$ cat config.mk
export PLATFORM = sky130hd
export DESIGN_NAME = string_escape_decoder_flat
export DESIGN_NICKNAME = d
export VERILOG_FILES = /design/src/design/sed_pkg.sv /design/src/design/sed_stream_if.sv /design/src/design/string_escape_decoder.sv /design/src/flat_wrapper.sv
export SDC_FILE = /design/constraint.sdc
export NUM_CORES = 1
export LEC_CHECK = 0
export CAP_MARGIN = 20
export CORE_MARGIN = 10
export CORE_UTILIZATION = 45
export DETAILED_ROUTE_END_ITERATION = 10
export DONT_BUFFER_PORTS = 1
export HOLD_SLACK_MARGIN = 0.03
export PLACE_DENSITY = 0.67
export SYNTH_ARGS = -nofsm -noshare
export SYNTH_HDL_FRONTEND = slang
export SYNTH_SLANG_ARGS = --single-unit
$ cat constraint.sdc
create_clock -name clk -period 3.15 [get_ports clk]
set_input_delay 0.1575 -clock clk [delete_from_list [all_inputs] [get_ports clk]]
set_output_delay 0.1575 -clock clk [all_outputs]
set_load 0.005 [all_outputs]
$ cat src/design/sed_pkg.sv
// Shared constants, types and helpers for the string escape decoder.
// Used by the stream interface, the decoder top level and its checker.
// No dependencies.
package sed_pkg;

  localparam int unsigned BYTE_W  = 8;
  localparam int unsigned MODE_W  = 2;
  localparam int unsigned SLOTS   = 3;
  localparam int unsigned CNT_W   = 2;

  // Quote modes; any code other than these follows the other-quote rules
  localparam logic [MODE_W-1:0] MODE_SINGLE = 2'd0;
  localparam logic [MODE_W-1:0] MODE_DOUBLE = 2'd1;
  localparam logic [MODE_W-1:0] MODE_RESET  = MODE_DOUBLE;

  localparam logic [BYTE_W-1:0] CH_BSL    = 8'h5C;
  localparam logic [BYTE_W-1:0] CH_SQUOTE = 8'h27;
  localparam logic [BYTE_W-1:0] CH_DQUOTE = 8'h22;
  localparam logic [BYTE_W-1:0] CH_DOLLAR = 8'h24;
  localparam logic [BYTE_W-1:0] CH_N      = 8'h6E;
  localparam logic [BYTE_W-1:0] CH_T      = 8'h74;
  localparam logic [BYTE_W-1:0] CH_R      = 8'h72;
  localparam logic [BYTE_W-1:0] CH_V      = 8'h76;
  localparam logic [BYTE_W-1:0] CH_F      = 8'h66;
  localparam logic [BYTE_W-1:0] CH_LX     = 8'h78;
  localparam logic [BYTE_W-1:0] CH_UX     = 8'h58;
  localparam logic [BYTE_W-1:0] CH_ZERO   = 8'h30;
  localparam logic [BYTE_W-1:0] CH_SEVEN  = 8'h37;

  localparam logic [BYTE_W-1:0] CODE_LF = 8'd10;
  localparam logic [BYTE_W-1:0] CODE_HT = 8'd9;
  localparam logic [BYTE_W-1:0] CODE_CR = 8'd13;
  localparam logic [BYTE_W-1:0] CODE_VT = 8'd11;
  localparam logic [BYTE_W-1:0] CODE_FF = 8'd12;

  typedef enum logic [4:0] {
    PH_NORMAL  = 5'b00001,
    PH_BSLASH  = 5'b00010,
    PH_HEXWAIT = 5'b00100,
    PH_HEXONE  = 5'b01000,
    PH_OCTAL   = 5'b10000
  } phase_t;

  // {valid, value} of a hex digit character
  function automatic logic [4:0] hex_digit(input logic [BYTE_W-1:0] b);
    logic [4:0] r;
    r = 5'd0;
    if (b >= 8'h30 && b <= 8'h39) begin
      r = {1'b1, b[3:0]};
    end else if ((b >= 8'h61 && b <= 8'h66) || (b >= 8'h41 && b <= 8'h46)) begin
      r = {1'b1, b[3:0] + 4'd9};
    end
    return r;
  endfunction

  function automatic logic is_octal(input logic [BYTE_W-1:0] b);
    return (b >= CH_ZERO) && (b <= CH_SEVEN);
  endfunction

endpackage

$ cat src/design/sed_stream_if.sv
// Valid/ready byte stream channel with a last marker.
// Depends on sed_pkg for the byte width.
interface sed_stream_if;
  logic                           valid;
  logic                           ready;
  logic [sed_pkg::BYTE_W-1:0]     data_byte;
  logic                           last;

  modport source (output valid, output data_byte, output last, input ready);
  modport sink   (input valid, input data_byte, input last, output ready);
endinterface

$ cat src/design/string_escape_decoder.sv
// String literal escape decoder: raw literal bytes in, unescaped bytes out.
// Depends on sed_pkg and sed_stream_if.
//
// Usage:
//   in_ch  carries one raw byte of a literal body per transfer; last marks
//          the final byte of the literal.
//   out_ch carries one decoded byte per transfer; last marks the final
//          decoded byte of the literal.
//   cfg_wr_en/cfg_wr_data write quote_mode (0 single, 1 double, else other
//          quote). Write it only while the block is idle.
// Latency: the decoded bytes of an input byte appear on out_ch in the
// cycle after its transfer. An input byte gives zero to three output bytes.
// Throughput: one input byte per cycle while each byte gives at most one
// output byte and out_ch is not stalled; a byte that gives k outputs holds
// the three-entry result buffer while out_ch drains it, one byte per ready cycle.
// in_ch.ready is high when the result buffer is empty or its single byte
// is being taken this cycle. When the receiver stalls, the buffer holds
// and input stops once it holds a byte.
// Reset clears the escape state and the result buffer, and sets quote_mode
// to double-quoted rules.
module string_escape_decoder (
  input  logic                         clk,
  input  logic                         rst_n,
  sed_stream_if.sink                   in_ch,
  sed_stream_if.source                 out_ch,
  input  logic                         cfg_wr_en,
  input  logic [sed_pkg::MODE_W-1:0]   cfg_wr_data
);

  logic [sed_pkg::MODE_W-1:0] quote_mode_r;
  sed_pkg::phase_t            phase_r, phase_nxt;
  logic [sed_pkg::BYTE_W-1:0] digit_r, digit_nxt;
  logic [1:0]                 dcount_r, dcount_nxt;
  logic [sed_pkg::BYTE_W-1:0] letter_r, letter_nxt;

  logic [sed_pkg::BYTE_W-1:0] slot_byte_r [sed_pkg::SLOTS];
  logic                       slot_last_r [sed_pkg::SLOTS];
  logic [sed_pkg::CNT_W-1:0]  cnt_r;

  logic [sed_pkg::BYTE_W-1:0] res_byte [sed_pkg::SLOTS];
  logic [sed_pkg::CNT_W-1:0]  res_n;

  logic                       take, pop;
  logic [sed_pkg::BYTE_W-1:0] b;
  logic [4:0]                 hx;

  assign b    = in_ch.data_byte;
  assign hx   = sed_pkg::hex_digit(b);
  assign pop  = out_ch.valid && out_ch.ready;
  assign take = in_ch.valid && in_ch.ready;

  assign in_ch.ready     = (cnt_r == '0) || ((cnt_r == 2'd1) && out_ch.ready);
  assign out_ch.valid    = (cnt_r != '0);
  assign out_ch.data_byte = slot_byte_r[0];
  assign out_ch.last     = slot_last_r[0];

  // Decode one byte: next escape state and the bytes it releases
  always_comb begin
    phase_nxt  = phase_r;
    digit_nxt  = digit_r;
    dcount_nxt = dcount_r;
    letter_nxt = letter_r;
    res_n      = '0;
    for (int i = 0; i < sed_pkg::SLOTS; i++) begin
      res_byte[i] = '0;
    end

    unique case (phase_r)
      sed_pkg::PH_BSLASH: begin
        phase_nxt = sed_pkg::PH_NORMAL;
        if (quote_mode_r == sed_pkg::MODE_SINGLE) begin
          if (b == sed_pkg::CH_BSL || b == sed_pkg::CH_SQUOTE) begin
            res_byte[res_n] = b; res_n = res_n + 2'd1;
          end else begin
            res_byte[res_n] = sed_pkg::CH_BSL; res_n = res_n + 2'd1;
            res_byte[res_n] = b; res_n = res_n + 2'd1;
          end
        end else begin
          case (b) inside
            sed_pkg::CH_N: begin res_byte[res_n] = sed_pkg::CODE_LF; res_n = res_n + 2'd1; end
            sed_pkg::CH_T: begin res_byte[res_n] = sed_pkg::CODE_HT; res_n = res_n + 2'd1; end
            sed_pkg::CH_R: begin res_byte[res_n] = sed_pkg::CODE_CR; res_n = res_n + 2'd1; end
            sed_pkg::CH_V: begin res_byte[res_n] = sed_pkg::CODE_VT; res_n = res_n + 2'd1; end
            sed_pkg::CH_F: begin res_byte[res_n] = sed_pkg::CODE_FF; res_n = res_n + 2'd1; end
            sed_pkg::CH_BSL, sed_pkg::CH_DOLLAR: begin
              res_byte[res_n] = b; res_n = res_n + 2'd1;
            end
            sed_pkg::CH_DQUOTE: begin
              if (quote_mode_r != sed_pkg::MODE_DOUBLE) begin
                res_byte[res_n] = sed_pkg::CH_BSL; res_n = res_n + 2'd1;
              end
              res_byte[res_n] = sed_pkg::CH_DQUOTE; res_n = res_n + 2'd1;
            end
            sed_pkg::CH_LX, sed_pkg::CH_UX: begin
              phase_nxt  = sed_pkg::PH_HEXWAIT;
              letter_nxt = b;
            end
            default: begin
              if (sed_pkg::is_octal(b)) begin
                phase_nxt  = sed_pkg::PH_OCTAL;
                digit_nxt  = {5'd0, b[2:0]};
                dcount_nxt = 2'd1;
              end else begin
                res_byte[res_n] = sed_pkg::CH_BSL; res_n = res_n + 2'd1;
                res_byte[res_n] = b; res_n = res_n + 2'd1;
              end
            end
          endcase
        end
      end
      sed_pkg::PH_HEXWAIT: begin
        if (hx[4]) begin
          digit_nxt = {4'd0, hx[3:0]};
          phase_nxt = sed_pkg::PH_HEXONE;
        end else begin
          res_byte[res_n] = sed_pkg::CH_BSL; res_n = res_n + 2'd1;
          res_byte[res_n] = letter_r; res_n = res_n + 2'd1;
          digit_nxt = '0; dcount_nxt = '0; letter_nxt = '0;
          if (b == sed_pkg::CH_BSL) begin
            phase_nxt = sed_pkg::PH_BSLASH;
          end else begin
            phase_nxt = sed_pkg::PH_NORMAL;
            res_byte[res_n] = b; res_n = res_n + 2'd1;
          end
        end
      end
      sed_pkg::PH_HEXONE: begin
        digit_nxt = '0; dcount_nxt = '0; letter_nxt = '0;
        phase_nxt = sed_pkg::PH_NORMAL;
        if (hx[4]) begin
          res_byte[res_n] = {digit_r[3:0], hx[3:0]}; res_n = res_n + 2'd1;
        end else begin
          res_byte[res_n] = digit_r; res_n = res_n + 2'd1;
          if (b == sed_pkg::CH_BSL) begin
            phase_nxt = sed_pkg::PH_BSLASH;
          end else begin
            res_byte[res_n] = b; res_n = res_n + 2'd1;
          end
        end
      end
      sed_pkg::PH_OCTAL: begin
        if (sed_pkg::is_octal(b)) begin
          digit_nxt  = {digit_r[4:0], b[2:0]};
          dcount_nxt = dcount_r + 2'd1;
          if (dcount_nxt == 2'd3) begin
            res_byte[res_n] = digit_nxt; res_n = res_n + 2'd1;
            phase_nxt = sed_pkg::PH_NORMAL;
            digit_nxt = '0; dcount_nxt = '0; letter_nxt = '0;
          end
        end else begin
          res_byte[res_n] = digit_r; res_n = res_n + 2'd1;
          digit_nxt = '0; dcount_nxt = '0; letter_nxt = '0;
          if (b == sed_pkg::CH_BSL) begin
            phase_nxt = sed_pkg::PH_BSLASH;
          end else begin
            phase_nxt = sed_pkg::PH_NORMAL;
            res_byte[res_n] = b; res_n = res_n + 2'd1;
          end
        end
      end
      default: begin
        digit_nxt = '0; dcount_nxt = '0; letter_nxt = '0;
        if (b == sed_pkg::CH_BSL) begin
          phase_nxt = sed_pkg::PH_BSLASH;
        end else begin
          phase_nxt = sed_pkg::PH_NORMAL;
          res_byte[res_n] = b; res_n = res_n + 2'd1;
        end
      end
    endcase

    // End of literal: flush whatever escape is still open
    if (in_ch.last) begin
      unique case (phase_nxt) inside
        sed_pkg::PH_BSLASH: begin
          res_byte[res_n] = sed_pkg::CH_BSL; res_n = res_n + 2'd1;
        end
        sed_pkg::PH_HEXWAIT: begin
          res_byte[res_n] = sed_pkg::CH_BSL; res_n = res_n + 2'd1;
          res_byte[res_n] = letter_nxt; res_n = res_n + 2'd1;
        end
        sed_pkg::PH_HEXONE, sed_pkg::PH_OCTAL: begin
          res_byte[res_n] = digit_nxt; res_n = res_n + 2'd1;
        end
        default: begin
        end
      endcase
      phase_nxt  = sed_pkg::PH_NORMAL;
      digit_nxt  = '0;
      dcount_nxt = '0;
      letter_nxt = '0;
    end
  end

  always_ff @(posedge clk) begin
    if (!rst_n) begin
      quote_mode_r <= sed_pkg::MODE_RESET;
      phase_r      <= sed_pkg::PH_NORMAL;
      digit_r      <= '0;
      dcount_r     <= '0;
      letter_r     <= '0;
    end else begin
      if (cfg_wr_en) begin
        quote_mode_r <= cfg_wr_data;
      end
      if (take) begin
        phase_r  <= phase_nxt;
        digit_r  <= digit_nxt;
        dcount_r <= dcount_nxt;
        letter_r <= letter_nxt;
      end
    end
  end

  // Result buffer: slot 0 is the head; a transfer only lands when it drains
  always_ff @(posedge clk) begin
    if (!rst_n) begin
      cnt_r <= '0;
    end else if (take) begin
      cnt_r <= res_n;
    end else if (pop) begin
      cnt_r <= cnt_r - 2'd1;
    end
  end

  always_ff @(posedge clk) begin
    if (take) begin
      for (int i = 0; i < sed_pkg::SLOTS; i++) begin
        slot_byte_r[i] <= res_byte[i];
        slot_last_r[i] <= in_ch.last && (res_n == sed_pkg::CNT_W'(i + 1));
      end
    end else if (pop) begin
      for (int i = 0; i < sed_pkg::SLOTS - 1; i++) begin
        slot_byte_r[i] <= slot_byte_r[i+1];
        slot_last_r[i] <= slot_last_r[i+1];
      end
    end
  end

endmodule

$ cat src/flat_wrapper.sv
// flat-port wrapper written by rule: the top's interface ports become plain ports
module string_escape_decoder_flat 
  (clk, rst_n, cfg_wr_en, cfg_wr_data, in_ch_valid, in_ch_data_byte, in_ch_last, in_ch_ready, out_ch_valid, out_ch_data_byte, out_ch_last, out_ch_ready);
  sed_stream_if in_ch_i ();
  sed_stream_if out_ch_i ();
  input  logic clk;
  input  logic rst_n;
  input  logic cfg_wr_en;
  input  logic [sed_pkg::MODE_W-1:0] cfg_wr_data;
  input wire logic [$bits(in_ch_i.valid)-1:0] in_ch_valid;
  input wire logic [$bits(in_ch_i.data_byte)-1:0] in_ch_data_byte;
  input wire logic [$bits(in_ch_i.last)-1:0] in_ch_last;
  output wire logic [$bits(in_ch_i.ready)-1:0] in_ch_ready;
  output wire logic [$bits(out_ch_i.valid)-1:0] out_ch_valid;
  output wire logic [$bits(out_ch_i.data_byte)-1:0] out_ch_data_byte;
  output wire logic [$bits(out_ch_i.last)-1:0] out_ch_last;
  input wire logic [$bits(out_ch_i.ready)-1:0] out_ch_ready;
  assign in_ch_i.valid = in_ch_valid;
  assign in_ch_i.data_byte = in_ch_data_byte;
  assign in_ch_i.last = in_ch_last;
  assign in_ch_ready = in_ch_i.ready;
  assign out_ch_valid = out_ch_i.valid;
  assign out_ch_data_byte = out_ch_i.data_byte;
  assign out_ch_last = out_ch_i.last;
  assign out_ch_i.ready = out_ch_ready;
  string_escape_decoder u_core (.clk(clk), .rst_n(rst_n), .in_ch(in_ch_i), .out_ch(out_ch_i), .cfg_wr_en(cfg_wr_en), .cfg_wr_data(cfg_wr_data));
endmodule
* Yosys cells after proc, flatten, opt, wreduce, memory -nomap -nowiden *
Memory sizes are Yosys's and may differ from the RTL's.
Cells that the tools add are included.

cells by class
  add/sub/neg operators = 6
  multipliers = 0
  divide/modulo/power cells = 0
  order comparisons = 13
  equality and inequality tests = 36
  shifts and indexed selects = 0
  muxes and demuxes = 163
  bitwise logic cells = 13
  reductions and logical operators = 25

operator list
  kind                                                                number
  two-way mux 8 bit                                                   72
  two-way mux 5 bit                                                   17
  two-way mux 2 bit                                                   42
  one-hot mux 24 bit (3 select lines)                                 1
  == test 8 x 7 -> 1 bit (second input constant)                      8
  one-hot mux 8 bit (4 select lines)                                  2
  bitwise mux 24 bit                                                  2
  demux 8 bit (select 2 bit)                                          3
  one-hot mux 8 bit (3 select lines)                                  2
  != test 3 bit (second input constant)                               10
  == test 8 x 6 -> 1 bit (second input constant)                      3
  two-way mux 24 bit                                                  1
  two-way mux 23 bit                                                  1
  one-hot mux 5 bit (4 select lines)                                  1
  bitwise AND 18 bit                                                  1
  NOT 18 bit                                                          1
  greater-or-equal comparator 8 x 7 -> 1 bit (second input constant)  2
  less-or-equal comparator 8 x 6 -> 1 bit (second input constant)     2
  less-or-equal comparator 8 x 7 -> 1 bit (second input constant)     2
  two-way mux 16 bit                                                  1
  one-hot mux 8 bit (2 select lines)                                  1
  two-way mux 15 bit                                                  1
  logical AND 1 bit                                                   13
  bitwise AND 12 bit                                                  1
  other kinds (31)                                                    66

storage, ports and cells
  flip-flop bits (word level) = 27
  bits in latches = 0
  RAM bits = 27
  bits in read-only memories = 0
  input bits = 16
  output and inout port bits = 11
  logic and storage cells = 264
  memories kept = 2

memories
  name                depth  width  rd ports  clocked after memory_dff  write ports  RTL line                     text
  u_core.slot_byte_r  3      8      3         0                         3            string_escape_decoder.sv:36  logic [sed_pkg::BYTE_W-1:0] slot_byte_r [sed_pkg::SLOTS];
  u_core.slot_last_r  3      1      3         0                         3            string_escape_decoder.sv:37  logic slot_last_r [sed_pkg::SLOTS];

* Longest topological paths before layout *
  word-level depth = 32
  gate-level depth with buffers = 16
  mapped depth without buffers = 14

* Worst setup path after synthesis *
OpenSTA, ideal clock, no wires.

  path type = in2reg
  start point = in in_ch_data_byte[0]
  end point = mem u_core.slot_byte_r[0][3] in the netlist's numbering (data pin)
  library setup time = 258 ps
  data arrival time = 3050 ps
  data required time = 2892 ps
  path slack = -158 ps
  stages on the path = 15
  buffers on the path = 1
  cells stage by stage = clkbuf_1 inv_1 ha_1 and2_1 o211ai_1 nand4_2 o211ai_1 and3_4 inv_1 ha_1 inv_1 nand3_1 a21o_1 a221o_1 o221a_2

RTL lines
  what         RTL line                     text
  from (decl)  flat_wrapper.sv:11           input wire logic [$bits(in_ch_i.data_byte)-1:0] in_ch_data_byte;
  to (decl)    string_escape_decoder.sv:36

==> results.tsv <==
stage	metric	value	unit
power_and_ir_drop	total power	1.71	mW
hold_path	worst hold endpoint	u_core.slot_byte_r[1][3]$_DFFE_PP_	
hold_path	hold depth	2	
timing	min cycle time layout	3000	ps
timing	Tcrit/Tclk final	95.1	%
timing	maximum clock rate	334	MHz
clocking	post-CTS setup buffers	0	
synthesis	syn nets	554	
layout	ANT cells	0	
floorplanning	chip height	120	µm
power_and_ir_drop	pwr dens	341	mW/mm²
power_and_ir_drop	Worst VDD drop	0.000208	V
job	total of max-cap violations	0	
layout	# nets final	577	
setup_path	Crit path required time	3240	ps
timing	final count of hold timing violations	0	
hold_path	worst hold start	in_ch_data_byte[3]	
timing	unrepaired setup endpoints after global routing	false	
detailed_routing	drt drc	0	
synthesis	Gate Count Post-Synth	525	
global_routing	grt total ovfl	0	
placement	dpl cells	671	
clocking	clock sink count	54	
clocking	TritonCTS buffer count	5	
floorplanning	Die ar.	0.0145	mm²
timing	Worst Tran Pin Value	908	ps
setup_path	critical path fanouts, max	5	
global_routing	GRT Overall Usage	22.9	%
timing	Final Slew Violations	0	
floorplanning	Site Rows	36	
layout	share of layout cells above drive strength 1	20.6	%
clocking	Worst-Skew Late Latency	320	ps
clocking	root buffer selected by CTS	clkbuf_8	
placement	Detail Placement HPWL	12900	µm
synthesis	top-area cell type share of the netlist area	17.9	%
synthesis	unique cell type count in the Yosys netlist	94	
detailed_routing	Vias/cell	6.86	
floorplanning	num ports	27	
clocking	Clock Tree Buf Depth	2	
detailed_routing	via count	4676	
synthesis	Post-synth ARST share	0	%
synthesis	ranking of synthesized cells by area	edfxtp_1, dfxtp_1, a21oi_1	
layout	Syn-to-layout area delta	11.0	%
setup_path	reg-to-reg slack, setup	150	ps
global_routing	global-route wire length before repair	26400	µm
synthesis	Mapped Area	0.00452	mm²
synthesis	Syn. warnings	0	
global_routing	initial antenna violation count	0	
setup_path	capturing point of the worst reg2reg path	u_core.slot_byte_r[0][3]$_DFFE_PP_	
global_routing	vias in the first global route	4457	
timing	total negative slack	0	ps
synthesis	number of synthesized flops with an enable pin	27	
timing	clk_skew	21.1	ps
setup_path	path depth of the worst reg2reg path	11	
layout	fill count	965	
layout	final std cells w/o fill	682	
detailed_routing	drt first pass iters	7	
setup_path	kind of critical path	reg2reg	
synthesis	Top FF cell, synth	edfxtp_1	
placement	Placer Congestion	1.02	
placement	# port buffers	0	
setup_path	startpoint class of the critical path	flip-flop	
placement	Placed Area	0.00488	mm²
hold_path	Hold Path Class	in2reg	
timing	Max transition margin	39.2	%
global_routing	largest net degree at the start of global routing	27	
setup_path	endpoint type of the worst setup path	flip-flop	
synthesis	register area share after synthesis	29.9	%
clocking	clock-pin slew on the worst setup and hold paths	110	ps
timing	final setup fails	0	
clocking	H-tree levels	2	
synthesis	Post-Syn Area per Cell	8.61	µm²
synthesis	post-synthesis register bit count	54	
floorplanning	Core Box Area	0.00977	mm²
floorplanning	Initial Util	46.2	%
detailed_routing	Final ANT Viol Nets	0	
status	outcome	complete, no violations	
layout	finished layout cell area	0.00502	mm²
clocking	CTS tree	built	
setup_path	reg2reg start	u_core.phase_r[1]$_SDFFE_PN0P_	
detailed_routing	DRT iter0 DRCs	628	
detailed_routing	Total Wirelength	16800	µm
setup_path	WP data arrival	3080	ps
detailed_routing	mean routed wirelength per cell	24.7	µm
floorplanning	Die X	120	µm
synthesis	area leader, netlist	edfxtp_1	
power_and_ir_drop	Pleak	1.81	nW
metrics by stage:
stage	hold WS, ps	worst slack (ps)	util [%]
final	36.2	153	51.3
after CTS	35.4	54.8	51.1
after global routing	31.5	19.4	51.3
after floorplan	286	-31.9	-
after detailed placement	230	20.3	50.0
after global placement	226	96.8	50.0
synthesized netlist by cell type (9+ instances only):
cell type and n:
and2_1 10, a21oi_1 36, dfxtp_1 27, a22oi_1 18
buf_2 14, inv_1 16, edfxtp_1 27, nor2_1 35
nand2_1 42, clkbuf_1 20, nor2b_1 18, ha_1 13
o21ai_0 21, nand3_1 17, buf_4 9
worst max-delay path by stage:
stage	start	endpoint	slack (ps)	depth (start not counted)
final	u_core.phase_r[1]$_SDFFE_PN0P_	u_core.slot_byte_r[0][3]$_DFFE_PP_	150	11
after global routing	u_core.phase_r[1]$_SDFFE_PN0P_	u_core.slot_byte_r[0][3]$_DFFE_PP_	20	11
after CTS	u_core.phase_r[4]$_SDFFE_PN0P_	u_core.slot_byte_r[0][3]$_DFFE_PP_	50	11
after detailed placement	in_ch_data_byte[0]	u_core.slot_byte_r[0][3]$_DFFE_PP_	20	14
after global placement	in_ch_data_byte[0]	u_core.slot_byte_r[0][3]$_DFFE_PP_	100	15
after floorplan	in_ch_data_byte[0]	u_core.slot_byte_r[0][3]$_DFFE_PP_	-30	15
sequential cells by signal, summed over array words and instances (netlist names):
register and cells:
u_core.digit_r 8, u_core.letter_r 8, u_core.quote_mode_r 2, u_core.phase_r 5, u_core.dcount_r 2, u_core.slot_last_r 3
u_core.slot_byte_r 24, u_core.cnt_r 2
worst max-delay path: stages (launching register included):
cell and delay (ps):
dfxtp_1 330, or4b_4 530, or2_4 290, a31oi_4 180
and3_4 230, inv_1 80, ha_1 230, inv_1 80
nand3_1 120, a21o_1 240, a221o_1 350, o221a_2 120
layout make-up:
cell class	count	area, µm²	share of cell area (%)
clock buffer	6	72.6	1.45
clock inverter	2	13.8	0.274
inverter	17	63.8	1.27
multi-input combinational	407	2870	57.2
sequential	54	1350	27.0
tap	133	166	3.32
timing repair buffer	63	480	9.58
cells by family (layout without fill, tap and decap cells):
kind of cell    count (synthesis)  after routing  synth area share [%]
flops                          54             54                  29.9
compound gates                192            192                  32.5
buf+inv                        64             88                  7.11
fa+ha+maj                      13             13                  3.60
mux                             2              2                 0.443
simple gates                  198            198                  25.9
xor+xnor                        2              2                 0.554
routing by layer:
layer,up-vias,GRT usage (%),wire [µm]
met5,-,0,0
met4,0,8.07,543
met3,53,4.23,1840
met2,327,34.3,7210
met1,2234,32.2,7240
li1,2062,-,-
power by group:
| group | switching, mW | internal, mW | total (mW) |
|---|---|---|---|
| Combinational | 0.262 | 0.134 | 0.397 |
| Clock | 0.254 | 0.160 | 0.414 |
| Sequential | 0.0404 | 0.861 | 0.901 |
| Total | 0.557 | 1.15 | 1.71 |
repair_timing:
action,4_1_cts,5_1_grt
gates resized for setup,0,4
hold buffers,2,1
setup endpoints to repair,0,5
endpoints found under the hold margin,27,1
cells in the final DEF, fill, tap and decap left out, types with 8 or more instances in the layout:
master and count:
buf_4 60, o21ai_0 21, and2_1 10, nand2_1 42, edfxtp_1 27, dfxtp_1 26
o22ai_1 8, inv_1 16, a22o_1 8, nor2b_1 18, a21oi_1 36, nor2_1 35
o211ai_1 8, a22oi_1 18, nand3_1 16, a21o_1 8, nand4_1 8, ha_1 13
Power figures use the tool's default switching activity.
